<file path="src/rtl/spq_pkg.sv">
// ----------------------------------------------------------------------------
// spq_pkg
// types, codes and sizes shared by the sorted priority queue
// ----------------------------------------------------------------------------
package spq_pkg;

	localparam int CAPACITY = 64;
	localparam int ADDR_W   = $clog2(CAPACITY);
	localparam int CNT_W    = $clog2(CAPACITY + 1);
	localparam int TOTAL_W  = 7;

	localparam logic [2:0] ACT_INSERT  = 3'd0;
	localparam logic [2:0] ACT_MODIFY  = 3'd1;
	localparam logic [2:0] ACT_EXTRACT = 3'd2;
	localparam logic [2:0] ACT_PEEK    = 3'd3;
	localparam logic [2:0] ACT_CLEAR   = 3'd4;

	localparam logic [1:0] ST_OK        = 2'd0;
	localparam logic [1:0] ST_EMPTY     = 2'd1;
	localparam logic [1:0] ST_FULL      = 2'd2;
	localparam logic [1:0] ST_NOT_FOUND = 2'd3;

	typedef logic [ADDR_W-1:0] addr_t;
	typedef logic [CNT_W-1:0]  cnt_t;

	typedef struct packed {
		logic [2:0]         action;
		logic signed [31:0] item_value;
		logic signed [31:0] item_priority;
	} spq_in_t;

	typedef struct packed {
		logic signed [31:0]   front_value;
		logic [TOTAL_W-1:0]   entry_total;
		logic [1:0]           status;
	} spq_out_t;

	typedef struct packed {
		logic signed [31:0] value;
		logic signed [31:0] prio;
	} entry_t;

	localparam int ENTRY_W = $bits(entry_t);

	typedef enum logic [3:0] {
		S_IDLE,
		S_FIND,
		S_HEAD,
		S_DROP,
		S_INS_INIT,
		S_INS,
		S_INS_HEAD,
		S_FRONT,
		S_DONE
	} spq_state_t;

endpackage

</file>
<file path="src/rtl/spq_ctrl.sv">
// ----------------------------------------------------------------------------
// spq_ctrl
// sequencer that scans, shifts and places entries one per cycle
// ----------------------------------------------------------------------------
module spq_ctrl import spq_pkg::*; (
	input  logic     clk,
	input  logic     arst_n,
	input  logic     in_valid,
	output logic     in_ready,
	input  spq_in_t  in_item,
	output logic     res_valid,
	input  logic     res_take,
	output spq_out_t res,
	output logic     wr_en,
	output addr_t    wr_addr,
	output entry_t   wr_data,
	output addr_t    rd_addr,
	input  entry_t   rd_data
);

	spq_state_t  state_q, state_d;
	spq_in_t     op_q;
	cnt_t        count_q, cur_q, pidx_q;
	logic        pend_q;
	logic signed [31:0] front_q;
	logic [1:0]  status_q;

	cnt_t   nxt_idx, prv_idx, cnt_m1;
	logic   lower, match, last, full, empty, cur_end, keep_head;
	entry_t new_entry;

	assign nxt_idx   = pidx_q + cnt_t'(1);
	assign prv_idx   = pidx_q - cnt_t'(1);
	assign cnt_m1    = count_q - cnt_t'(1);
	assign lower     = rd_data.prio < op_q.item_priority;
	assign match     = rd_data.value == op_q.item_value;
	assign last      = pidx_q == cnt_m1;
	assign full      = count_q == cnt_t'(CAPACITY);
	assign empty     = count_q == '0;
	assign cur_end   = cur_q >= count_q;
	assign keep_head = (count_q == cnt_t'(1)) || (rd_data.prio <= op_q.item_priority);
	assign new_entry = '{value: op_q.item_value, prio: op_q.item_priority};

	// next state
	always_comb begin
		state_d = state_q;
		case (state_q)
			S_IDLE: begin
				if (in_valid) begin
					case (in_item.action)
						ACT_INSERT:             state_d = full ? S_DONE : S_INS_INIT;
						ACT_MODIFY:             state_d = empty ? S_DONE : S_FIND;
						ACT_EXTRACT, ACT_PEEK:  state_d = empty ? S_DONE : S_FRONT;
						default:                state_d = S_DONE;
					endcase
				end
			end
			S_FIND: begin
				if (pend_q) begin
					if (match) begin
						state_d = (pidx_q == '0) ? S_HEAD : S_DROP;
					end else if (last) begin
						state_d = S_DONE;
					end
				end
			end
			S_HEAD: state_d = keep_head ? S_DONE : S_DROP;
			S_DROP: begin
				if ((!pend_q && cur_end) || (pend_q && last)) begin
					state_d = (op_q.action == ACT_MODIFY) ? S_INS_INIT : S_DONE;
				end
			end
			S_INS_INIT: state_d = empty ? S_DONE : S_INS;
			S_INS: begin
				if (pend_q) begin
					if (!lower) begin
						state_d = S_DONE;
					end else if (pidx_q == '0) begin
						state_d = S_INS_HEAD;
					end
				end
			end
			S_INS_HEAD: state_d = S_DONE;
			S_FRONT:    state_d = (op_q.action == ACT_EXTRACT) ? S_DROP : S_DONE;
			S_DONE:     state_d = res_take ? S_IDLE : S_DONE;
			default:    state_d = S_IDLE;
		endcase
	end

	// memory ports and handshake
	always_comb begin
		wr_en   = 1'b0;
		wr_addr = '0;
		wr_data = new_entry;
		rd_addr = (state_q == S_IDLE) ? '0 : cur_q[ADDR_W-1:0];
		case (state_q)
			S_HEAD: wr_en = keep_head;
			S_DROP: begin
				wr_en   = pend_q;
				wr_addr = prv_idx[ADDR_W-1:0];
				wr_data = rd_data;
			end
			S_INS_INIT: wr_en = empty;
			S_INS: begin
				wr_en   = pend_q;
				wr_addr = nxt_idx[ADDR_W-1:0];
				wr_data = lower ? rd_data : new_entry;
			end
			S_INS_HEAD: wr_en = 1'b1;
			default: wr_en = 1'b0;
		endcase
	end

	assign in_ready  = state_q == S_IDLE;
	assign res_valid = state_q == S_DONE;
	assign res       = '{front_value: front_q, entry_total: TOTAL_W'(count_q), status: status_q};

	always_ff @(posedge clk or negedge arst_n) begin
		if (!arst_n) begin
			state_q <= S_IDLE;
			count_q <= '0;
			pend_q  <= 1'b0;
		end else begin
			state_q <= state_d;
			case (state_q)
				S_IDLE: begin
					if (in_valid) begin
						pend_q <= 1'b0;
						if (in_item.action == ACT_CLEAR) begin
							count_q <= '0;
						end
					end
				end
				S_FIND: begin
					if (!pend_q || (!match && !last)) begin
						pend_q <= 1'b1;
					end else if (match && pidx_q != '0) begin
						pend_q <= 1'b0;
					end
				end
				S_HEAD: pend_q <= 1'b0;
				S_DROP: begin
					if (!pend_q) begin
						if (cur_end) begin
							count_q <= cnt_m1;
						end else begin
							pend_q <= 1'b1;
						end
					end else if (last) begin
						count_q <= cnt_m1;
					end
				end
				S_INS_INIT: begin
					pend_q <= 1'b0;
					if (empty) begin
						count_q <= count_q + cnt_t'(1);
					end
				end
				S_INS: begin
					if (!pend_q) begin
						pend_q <= 1'b1;
					end else if (!lower) begin
						count_q <= count_q + cnt_t'(1);
					end
				end
				S_INS_HEAD: count_q <= count_q + cnt_t'(1);
				S_FRONT:    pend_q <= 1'b0;
				default: ;
			endcase
		end
	end

	always_ff @(posedge clk) begin
		case (state_q)
			S_IDLE: begin
				if (in_valid) begin
					op_q     <= in_item;
					front_q  <= '0;
					cur_q    <= '0;
					status_q <= ST_OK;
					case (in_item.action)
						ACT_INSERT: if (full) status_q <= ST_FULL;
						ACT_MODIFY, ACT_EXTRACT, ACT_PEEK: if (empty) status_q <= ST_EMPTY;
						default: ;
					endcase
				end
			end
			S_FIND: begin
				if (!pend_q || (!match && !last)) begin
					pidx_q <= cur_q;
					cur_q  <= cur_q + cnt_t'(1);
				end else if (match) begin
					cur_q <= nxt_idx;
				end else begin
					status_q <= ST_NOT_FOUND;
				end
			end
			S_HEAD: cur_q <= cnt_t'(1);
			S_DROP: begin
				if ((!pend_q && !cur_end) || (pend_q && !last)) begin
					pidx_q <= cur_q;
					cur_q  <= cur_q + cnt_t'(1);
				end
			end
			S_INS_INIT: cur_q <= cnt_m1;
			S_INS: begin
				if (!pend_q || lower) begin
					pidx_q <= cur_q;
					cur_q  <= cur_q - cnt_t'(1);
				end
			end
			S_FRONT: begin
				front_q <= rd_data.value;
				cur_q   <= cnt_t'(1);
			end
			default: ;
		endcase
	end

endmodule

</file>
<file path="config.mk">
export PLATFORM = sky130hd
export DESIGN_NAME = spq_ctrl
export DESIGN_NICKNAME = d
export VERILOG_FILES = /design/src/rtl/spq_pkg.sv /design/src/rtl/spq_ctrl.sv
export SDC_FILE = /design/constraint.sdc
export NUM_CORES = 1
export LEC_CHECK = 0
export BUFFER_PORTS_ARGS = -buffer_cell sky130_fd_sc_hd__buf_2
export CORE_AREA = 2 2 140 142
export DETAILED_ROUTE_END_ITERATION = 10
export DIE_AREA = 0 0 142 144
export GPL_ROUTABILITY_DRIVEN = 0
export PLACE_DENSITY = 0.7
export SLEW_MARGIN = 20
export SYNTH_ARGS = -nofsm -noshare
export SYNTH_HDL_FRONTEND = slang
export SYNTH_SLANG_ARGS = --single-unit
</file>
<file path="constraint.sdc">
create_clock -name clk -period 4.1 [get_ports clk]
set_input_delay 0 -clock clk [delete_from_list [all_inputs] [get_ports clk]]
set_output_delay 0 -clock clk [all_outputs]
set_load 0.005 [all_outputs]
</file>
Word-level counts from Yosys, hierarchy flattened
Index checks and enable logic that the tools add are counted.
- add/sub/neg operators: 6
- reduce and logical (&&, ||, !) cells: 39
- $lt $le $gt $ge: 3
- equality and inequality tests: 36
- mux-type cells: 58
- operator list (kind ; number):
    $pmux W64 S2 ; 1
    $mux W7 ; 16
    $mux W4 ; 16
    $mux W64 ; 1
    $pmux W32 S2 ; 1
    $pmux W7 S6 ; 1
    $pmux W4 S9 ; 1
    $pmux W7 S5 ; 1
    $eq A32 B32 Y1 ; 1
    $le A32 B32 Y1 ; 1
    $lt A32 B32 Y1 ; 1
    $mux W32 ; 1
    $ne A2 B2 Y1 const B ; 11
    $add A7 B1 Y7 const B ; 3
    $pmux W7 S3 ; 1
    $ne A3 B3 Y1 const B ; 6
    $eq A4 B3 Y1 const B ; 4
    $logic_not A7 Y1 ; 2
    $sub A7 B1 Y7 const B ; 2
    $pmux W4 S3 ; 1
    $pmux W6 S2 ; 1
    $reduce_bool A5 Y1 ; 2
    $eq A3 B2 Y1 const B ; 3
    $eq A4 B2 Y1 const B ; 2
    other kinds (33) ; 62
- register bits: 127
- output and inout bits: 120
- input port bits: 135

Logic depth before layout (Yosys ltp)
Gate-level depths: netlist (run 1).
- depth in word-level cells: 7
- gate-level depth with buffers: 10
- mapped depth without buffers: 9

Least setup slack after synthesis (run 1)
OpenSTA, ideal clock, no wires.
- path kind: register to register
- from: register state_q[3]
- to: register front_q[0], enable pin
- setup time: 0.466 ns
- stages on the path, launching flop included: 3
- arrival: 2.933 ns
- required time: 3.634 ns
- path slack: 0.701 ns
- period minus slack after synthesis: 3.399 ns
- cell sequence: dfrtp_1 -> nand2b_1 -> o21ai_0
- cells in the longest elaborated chain, start to end: 3
- elaborated cells between the ends (all ways): 5
- classes of those cells: eq/ne: 2; reduce/logical: 3
- ends and longest elaborated chain (what ; line ; RTL):
    from (decl) ; spq_ctrl.sv:21 ; spq_state_t state_q, state_d;
    from (signal assigned) ; spq_ctrl.sv:124 ; state_q <= state_d;
    $eq A4 B3 Y1 or $logic_not A4 Y1 (tied branches) ; spq_ctrl.sv:174 ; case (state_q)
    $reduce_bool A2 Y1 (no source line) or $ne A2 B2 Y1 (tied branches) ; -- ;
    $reduce_and A2 Y1 (no source line) * ; -- ;
    to (signal assigned) ; spq_ctrl.sv:213 ; front_q <= rd_data.value;
    to (decl) ; spq_ctrl.sv:25 ; logic signed [31:0] front_q;
Every way passes the cells marked *; elsewhere a longest branch is shown, timed or not.
A chain may end at the register's enable or synchronous reset.

==> results of run 1 <==
[critical path, stage by stage (launching register included)]
cell and delay, ns:
sky130_fd_sc_hd__edfxtp_1 0.35, sky130_fd_sc_hd__inv_1 0.05, sky130_fd_sc_hd__ha_1 0.31, sky130_fd_sc_hd__nand4_1 0.13, sky130_fd_sc_hd__or4_1 0.55, sky130_fd_sc_hd__a21o_1 0.17
sky130_fd_sc_hd__a31oi_1 0.41, sky130_fd_sc_hd__o21ai_2 0.24, sky130_fd_sc_hd__o21ai_4 0.19, sky130_fd_sc_hd__buf_4 0.16, sky130_fd_sc_hd__buf_12 0.20, sky130_fd_sc_hd__mux2_1 0.37
sky130_fd_sc_hd__buf_2 0.14
[final cells by class]
cell class                 count  area (um^2)  share of cell area [%]
multi-input combinational    508         3980                    35.3
sequential                   127         3750                    33.3
timing repair buffer         374         2450                    21.8
clock buffer                  18          429                    3.81
tap                          238          298                    2.64
inverter                      50          188                    1.67
clock inverter                14          159                    1.41
antenna                        1         2.50                  0.0222
[cells by family (layout without fill, tap and decap cells)]
logic type      Yosys count  in the layout  share of synthesized area (%)
compound gates          132            133                           11.6
mux                      71             71                           10.2
flops                   127            127                           47.0
simple gates            195            195                           13.1
buf+inv                  78            456                           3.79
other cells               0              1                              0
fa+ha+maj                46             46                           7.21
xor+xnor                 63             63                           7.08
[power breakdown]
part	switching, mW	leakage, nW	total (mW)	internal (mW)
clock	0.622	0.283	1.53	0.908
combinational	1.35	3.31	2.44	1.09
sequential	0.350	1.26	2.32	1.97
total	2.33	4.85	6.29	3.96
[synth_stat cells, types with 3 or more instances]
cell type	instances
sky130_fd_sc_hd__edfxtp_1	115
sky130_fd_sc_hd__mux2_1	62
sky130_fd_sc_hd__inv_1	48
sky130_fd_sc_hd__ha_1	46
sky130_fd_sc_hd__xor2_1	44
sky130_fd_sc_hd__nand2_1	41
sky130_fd_sc_hd__and2_1	39
sky130_fd_sc_hd__nor2_1	35
sky130_fd_sc_hd__a21oi_1	30
sky130_fd_sc_hd__o21ai_0	24
sky130_fd_sc_hd__clkbuf_1	20
sky130_fd_sc_hd__xnor2_1	18
sky130_fd_sc_hd__nor3_1	15
sky130_fd_sc_hd__dfrtp_1	12
sky130_fd_sc_hd__nand4_1	9
sky130_fd_sc_hd__nor4_1	9
sky130_fd_sc_hd__a31oi_1	8
sky130_fd_sc_hd__buf_2	8
sky130_fd_sc_hd__nand3_1	8
sky130_fd_sc_hd__o22ai_1	7
sky130_fd_sc_hd__a211oi_1	6
sky130_fd_sc_hd__and3_1	6
sky130_fd_sc_hd__nand2b_1	6
sky130_fd_sc_hd__or3_1	6
sky130_fd_sc_hd__a22oi_1	5
sky130_fd_sc_hd__o211ai_1	5
sky130_fd_sc_hd__a21o_1	4
sky130_fd_sc_hd__a221oi_1	4
sky130_fd_sc_hd__and4_1	4
sky130_fd_sc_hd__mux2_2	4
sky130_fd_sc_hd__nor2b_1	4
sky130_fd_sc_hd__o221ai_1	4
sky130_fd_sc_hd__o2bb2ai_1	4
sky130_fd_sc_hd__o31ai_1	4
sky130_fd_sc_hd__mux2i_1	3
sky130_fd_sc_hd__or4_1	3
[sequential cells by signal, indices dropped and copies added, names as in the netlist]
| name | cells |
|---|---|
| count_q | 7 |
| front_q | 32 |
| pidx_q | 7 |
| status_q | 2 |
| op_q | 3 |
| pend_q | 1 |
| state_q | 4 |
| cur_q | 7 |
| new_entry | 64 |
[timing repair]
item / 4_1_cts / 5_1_grt
endpoints found under the hold margin: 113 / 0
setup buffers: 3 / 0
gates cloned: 1 / 0
endpoints found under the setup margin: 44 / 6
pin swaps: 1 / 0
gates resized for setup: 0 / 2
hold buffers: 102 / 0
[per-stage QoR]
stage | util, % | hold WS (ns) | total power [mW]
global route | 59.0 | 0.131 | 6.65
global placement | 50.3 | -0.0904 | 4.59
detailed placement | 50.3 | -0.0866 | 4.64
finish | 59.0 | 0.114 | 6.29
floorplan | - | -0.296 | 3.65
CTS | 58.9 | 0.0760 | 6.26
[layer usage]
layer,track usage [%],vias up
met5,0,-
met4,11.5,0
met2,42.1,348
met3,3.74,71
met1,30.1,3484
li1,-,3389
[worst paths after layout]
kind	from	endpoint	cells past startpoint
max	new_entry[14]	wr_data[11]	12
min	res_take	state_q[3]	4
max reg2reg	count_q[1]	state_q[0]	9
min reg2reg	count_q[0]	count_q[0]	2
max in group asynchronous	arst_n	count_q[3]	4
min in group asynchronous	arst_n	count_q[6]	3
==> out/results.md, run 1 <==
- 7990 um^2 — Post-Syn Area
- 1400 um — Met3 Wirelength
- 51 — Placement Rows
- 127 — post-synthesis sequential element count
- sky130_fd_sc_hd__edfxtp_1, sky130_fd_sc_hd__mux2_1, sky130_fd_sc_hd__ha_1 — Area contributors post-synth
- 18.9 um — WL per Instance
- 2 — number of buffers on the longest clock path
- 1,191 — number of instances in the placed design
- 3.72 ns — endpoint arrival time on the critical path
- 19,100 um^2 — area of the core
- sky130_fd_sc_hd__edfxtp_1 — primary flip-flop cell chosen by synthesis mapping
- 1,259 — final layout net count
- 30.7% — max-slew headroom at the worst pin
- 893 — Synthesized Nets
- 1,330 — post-route insts no fill
- 0.380 ns — least setup slack across all paths after layout
- sky130_fd_sc_hd__clkbuf_16 — clock tree root buffer cell
- 90.7% — final clock period utilization by the worst path
- 483 — number of violations reported at the end of detailed-routing iteration 0
- 7,344 — via count of the first global-routing pass
- 0 — Pins Over Slew Limit
- 10,200 um — M1 wire length
- sky130_fd_sc_hd__buf_2 — leading cell type in the layout, fill and taps excluded
- 20,400 um^2 — DIE AREA
- 0.00993 ns — Worst Skew
- 127 — Sinks on Clock Net
- flip-flop — kind of launch point of the worst setup path
- finished clean — outcome
- 30.1% — fraction of final layout cells sized beyond drive strength 1
- 0 — Final Hold Viols
- met4 — uppermost layer routed
- 38,200 um — global-route wire length before repair
- 41.0% — signed area change from the synthesized netlist to the final layout
- 255 — I/O Pins
- sky130_fd_sc_hd__buf_2, sky130_fd_sc_hd__edfxtp_1, sky130_fd_sc_hd__dlygate4sd3_1 — commonest cells after routing, fill and taps aside
- 17 — CTS buffer count
- 0 — DRC violations left
- 0.06 ns — clock-pin transition on the worst setup and hold timing paths
- 269 MHz — maximum clock frequency
- 17,400 um — detailed placement HPWL
- 12,500 um — met2 layer wire length in the routed design
- 142 um — Die X
- 0.000320 V — maximum vdd drop
- 115 — number of enable-type register cells in the synthesized netlist
- yes — TritonCTS clock tree
- 0 — max-capacitance violation count
- 9.45% — Async SR Flop Fraction
- 0 — global route overflow
- 144 um — die height
- 712 — synthesized netlist cell count
- 559 nW/um^2 — Power per Cell Area
- 28 — CP max FO
- 24.4% — global-route usage over all layers
- 4 — H-tree levels
- 25,100 um — Routed Wire Length
- 70 — Synth cell types
- 3.72 ns — post-layout min period
- 254 — Port Buf Inserts
- 4.10 ns — required arrival time at the worst endpoint
- 0 — number of nets still failing antenna checks after routing
- 0.42 ns — clock latency on the worst-skew pair
- sky130_fd_sc_hd__edfxtp_1 — top cell type by total area after synthesis
- 5 — total iterations of the first detailed-routing run
- 1,573 — number of fill cells
- primary output — kind of capture point of the worst setup path
- 7,292 — via count
- 5.48 — DR vias/cell
- no — unrepaired setup endpoints after global routing
- 11.2 um^2 — synthesized area per cell
- in -> reg — hold crit path type
- 0.68 ns — setup slack of the most critical reg-to-reg path
- 9600 um^2 — area post-placement
- 11,300 um^2 — final instance area
- 4.85 nW — static leakage
- 0 — Finish-stage setup viols
- 1 — antenna violations before repair
- 43.2% — share of the synthesized area in the top cell type
- 47.0% — sequential fraction of the synthesis area
- 1.04 ns — actual slew at the worst max-slew pin
- 0.297 ns — worst slack at placement
- 0 — count of warnings emitted by yosys
- reg -> out — class of the most critical setup path
- 41.9% — effective utilization at floorplan
- 0 ns — total negative setup slack
- 33 — pin count of the biggest net entering global routing
Power figures use the tool's default switching activity.
==> run 2, diff against run 1 <==
- CORE_AREA: 2 2 140 142 -> 2 2 145 147
- DIE_AREA: 0 0 142 144 -> 0 0 147 149
- PLACE_DENSITY: 0.7 -> 0.66
==> run 2 against run 1 <==
Compared with the run above:
- global-route usage down 2.0 points
- first-iteration DRC count down 12%
- register-to-register slack improved by 0.11 ns
- non-clock buffer count is 3 lower
- utilization down 4.3 points
- sequential cell count unchanged
- maximum frequency rose by 0.95%
- critical path type unchanged
- critical endpoint is now wr_data[0]
- largest power group unchanged
- highest routed layer unchanged
==> out/results.md, run 2 (synthesis gave the netlist of run 1 again) <==
- finished clean — outcome, unchanged
- 42 — pin count of the biggest net entering global routing, was 33
- 0.00752 ns — worst-case hold slack, was 0.114 ns
- 0 — Final Hold Viols, unchanged
- 0 — Pins Over Slew Limit, unchanged
- sky130_fd_sc_hd__buf_2, sky130_fd_sc_hd__edfxtp_1, sky130_fd_sc_hd__dlygate4sd3_1 — commonest cells after routing, fill and taps aside, unchanged
- 89.9% — final clock period utilization by the worst path, was 90.7%
- 554 nW/um^2 — Power per Cell Area, was 559 nW/um^2
- count_q[1] — startpoint of the worst-slack reg-to-reg timing path, unchanged
- 21,900 um^2 — DIE AREA, was 20,400 um^2
- 254 — Port Buf Inserts, unchanged
- 40.9% — signed area change from the synthesized netlist to the final layout, was 41.0%
- sky130_fd_sc_hd__or4_1 — CP max-delay cell, unchanged
- 0.000361 V — maximum vdd drop, was 0.000320 V
- 127 — Sinks on Clock Net, unchanged
- 0.695 ns — actual slew at the worst max-slew pin, was 1.04 ns
- 17 — CTS buffer count, unchanged
- new_entry[10] — source of the critical timing path, was new_entry[14]
- 0.415 ns — least setup slack across all paths after layout, was 0.380 ns
- 22.4% — global-route usage over all layers, was 24.4%
- 271 MHz — maximum clock frequency, was 269 MHz
- 20,600 um^2 — area of the core, was 19,100 um^2
- 12 — CP max FO, was 28
- inv_1, ha_1, nand4_1, or4_1, a21o_1, a31oi_1, o21ai_1, o21ai_4, buf_4, mux2_1, buf_2 — cell-by-cell trace of the critical path, was inv_1, ha_1, nand4_1, or4_1, a21o_1, a31oi_1, o21ai_2, o21ai_4, buf_4, buf_12, mux2_1, buf_2
- 427 — number of violations reported at the end of detailed-routing iteration 0, was 483
- 0 — max-capacitance violation count, unchanged
- 0.79 ns — setup slack of the most critical reg-to-reg path, was 0.68 ns
- 255 — I/O Pins, unchanged
- 18.1 um — WL per Instance, was 18.9 um
- 38.9% — effective utilization at floorplan, was 41.9%
- 3.68 ns — endpoint arrival time on the critical path, was 3.72 ns
- 0 — antenna violations before repair, was 1
- count_q[1] — r2r endpoint, was state_q[0]
- 0.06 ns — clock-pin transition on the worst setup and hold timing paths, about the same
- 0 — global route overflow, unchanged
- 53.3% — max-slew headroom at the worst pin, was 30.7%
- 4 — H-tree levels, unchanged
- 5.18 — DR vias/cell, was 5.48
- reg -> out — class of the most critical setup path, unchanged
- 0.0190 ns — Worst Skew, was 0.00993 ns
- 0.578 ns — worst slack at placement, was 0.297 ns
- sky130_fd_sc_hd__clkbuf_16 — clock tree root buffer cell, unchanged
- 1,255 — final layout net count, was 1,259
- 9 — depth of the most critical reg-to-reg path, unchanged
- 0.61 ns — max incr delay on CP, was 0.55 ns
- 24,600 um — Routed Wire Length, was 25,100 um
- no — unrepaired setup endpoints after global routing, unchanged
- 0.43 ns — clock latency on the worst-skew pair, was 0.42 ns
- 53 — Placement Rows, was 51
- 0 — DRC violations left, unchanged
- flip-flop — kind of launch point of the worst setup path, unchanged
- 7,161 — via count of the first global-routing pass, was 7,344
- wr_data[0] — Critical Path Sink, was wr_data[11]
- 6.23 mW — overall power after layout, was 6.29 mW
- 0 ns — total negative setup slack, unchanged
- 38,100 um — global-route wire length before repair, was 38,200 um
- sky130_fd_sc_hd__buf_2 — leading cell type in the layout, fill and taps excluded, unchanged
- yes — TritonCTS clock tree, unchanged
- in -> async — hold crit path type, was in -> reg
- 17,900 um — detailed placement HPWL, was 17,400 um
- 3.68 ns — post-layout min period, was 3.72 ns
- 2 — number of buffers on the longest clock path, unchanged
- 0 — number of nets still failing antenna checks after routing, unchanged
- 7,062 — via count, was 7,292
- primary output — kind of capture point of the worst setup path, unchanged
- 149 um — die height, was 144 um
- 64 — flip-flop count of the largest register, all copies and words added, unchanged
- 4.84 nW — static leakage, was 4.85 nW
- 4.10 ns — required arrival time at the worst endpoint, about the same
- 147 um — Die X, was 142 um
- 5 — total iterations of the first detailed-routing run, unchanged
- 0 — count of instances resized after the clock tree is built, unchanged
- 0 — Finish-stage setup viols, unchanged
- 29.8% — fraction of final layout cells sized beyond drive strength 1, was 30.1%
-- run 2: changes by cell type in the layout (fill, tap and decap cells not counted) --
cell,before,now
sky130_fd_sc_hd__buf_4,16,14
sky130_fd_sc_hd__inv_6,3,5
sky130_fd_sc_hd__buf_16,0,1
sky130_fd_sc_hd__dlygate4sd3_1,102,100
sky130_fd_sc_hd__clkbuf_1,1,2
sky130_fd_sc_hd__bufinv_16,2,1
sky130_fd_sc_hd__o21ai_1,1,2
sky130_fd_sc_hd__o21ai_4,3,2
sky130_fd_sc_hd__clkinv_4,3,1
sky130_fd_sc_hd__o21ai_2,2,1
-- run 2: critical path: cells and delay by family, from the launching register on --
kind | cells | cell delay, ns
compound gates | 4 | 1.01
fa+ha+maj | 1 | 0.30
buf+inv | 3 | 0.47
flops | 1 | 0.36
mux | 1 | 0.38
simple gates | 2 | 0.76
-- run 2: timing repair --
action	CTS	global route
buffers inserted	0	1
endpoints found under the hold margin	113	0
hold buffers	100	0
endpoints found under the setup margin	0	51
-- run 2: report_power, final --
part           switching (mW)  total [mW]  internal, mW
Clock                   0.627        1.48         0.849
Combinational            1.36        2.45          1.10
Sequential              0.340        2.30          1.96
Total                    2.32        6.23          3.91
-- run 2: cell type report --
type | instances | area (um^2)
Antenna cell | 1 | 2.50
Clock buffer | 19 | 433
Clock inverter | 13 | 129
Fill cell | 1817 | 9310
Inverter | 50 | 188
Multi-Input combinational cell | 507 | 3960
Sequential cell | 127 | 3750
Tap cell | 275 | 344
Timing Repair Buffer | 371 | 2440
-- run 2: per-stage QoR --
| step | std cells | utilization, % | cell area, um^2 |
|---|---|---|---|
| after floorplan | 712 | - | 7990 |
| after global placement | 1228 | 46.9 | 9650 |
| after detailed placement | 1228 | 46.9 | 9650 |
| after CTS | 1360 | 54.5 | 11200 |
| after global routing | 1362 | 54.7 | 11200 |
| final | 1363 | 54.7 | 11300 |
-- run 2: worst min path at each step --
| stage | startpoint | cells after the start | end |
|---|---|---|---|
| 5_1_grt | arst_n | 2 | count_q[3] |
| 6_report | arst_n | 2 | count_q[3] |
| 4_1_cts | arst_n | 2 | count_q[3] |
| 3_5_place_dp | arst_n | 1 | count_q[0] |
| 2_1_floorplan | arst_n | 0 | count_q[0] |
| 3_3_place_gp | arst_n | 1 | count_q[6] |
-- run 2: metal layers --
| layer | up-vias | global-route usage (%) | wire (um) |
|---|---|---|---|
| met1 | 3368 | 27.0 | 10200 |
| met5 | - | 0 | 0 |
| met2 | 268 | 39.0 | 12400 |
| met3 | 46 | 4.53 | 1340 |
| li1 | 3380 | - | - |
| met4 | 0 | 9.71 | 775 |
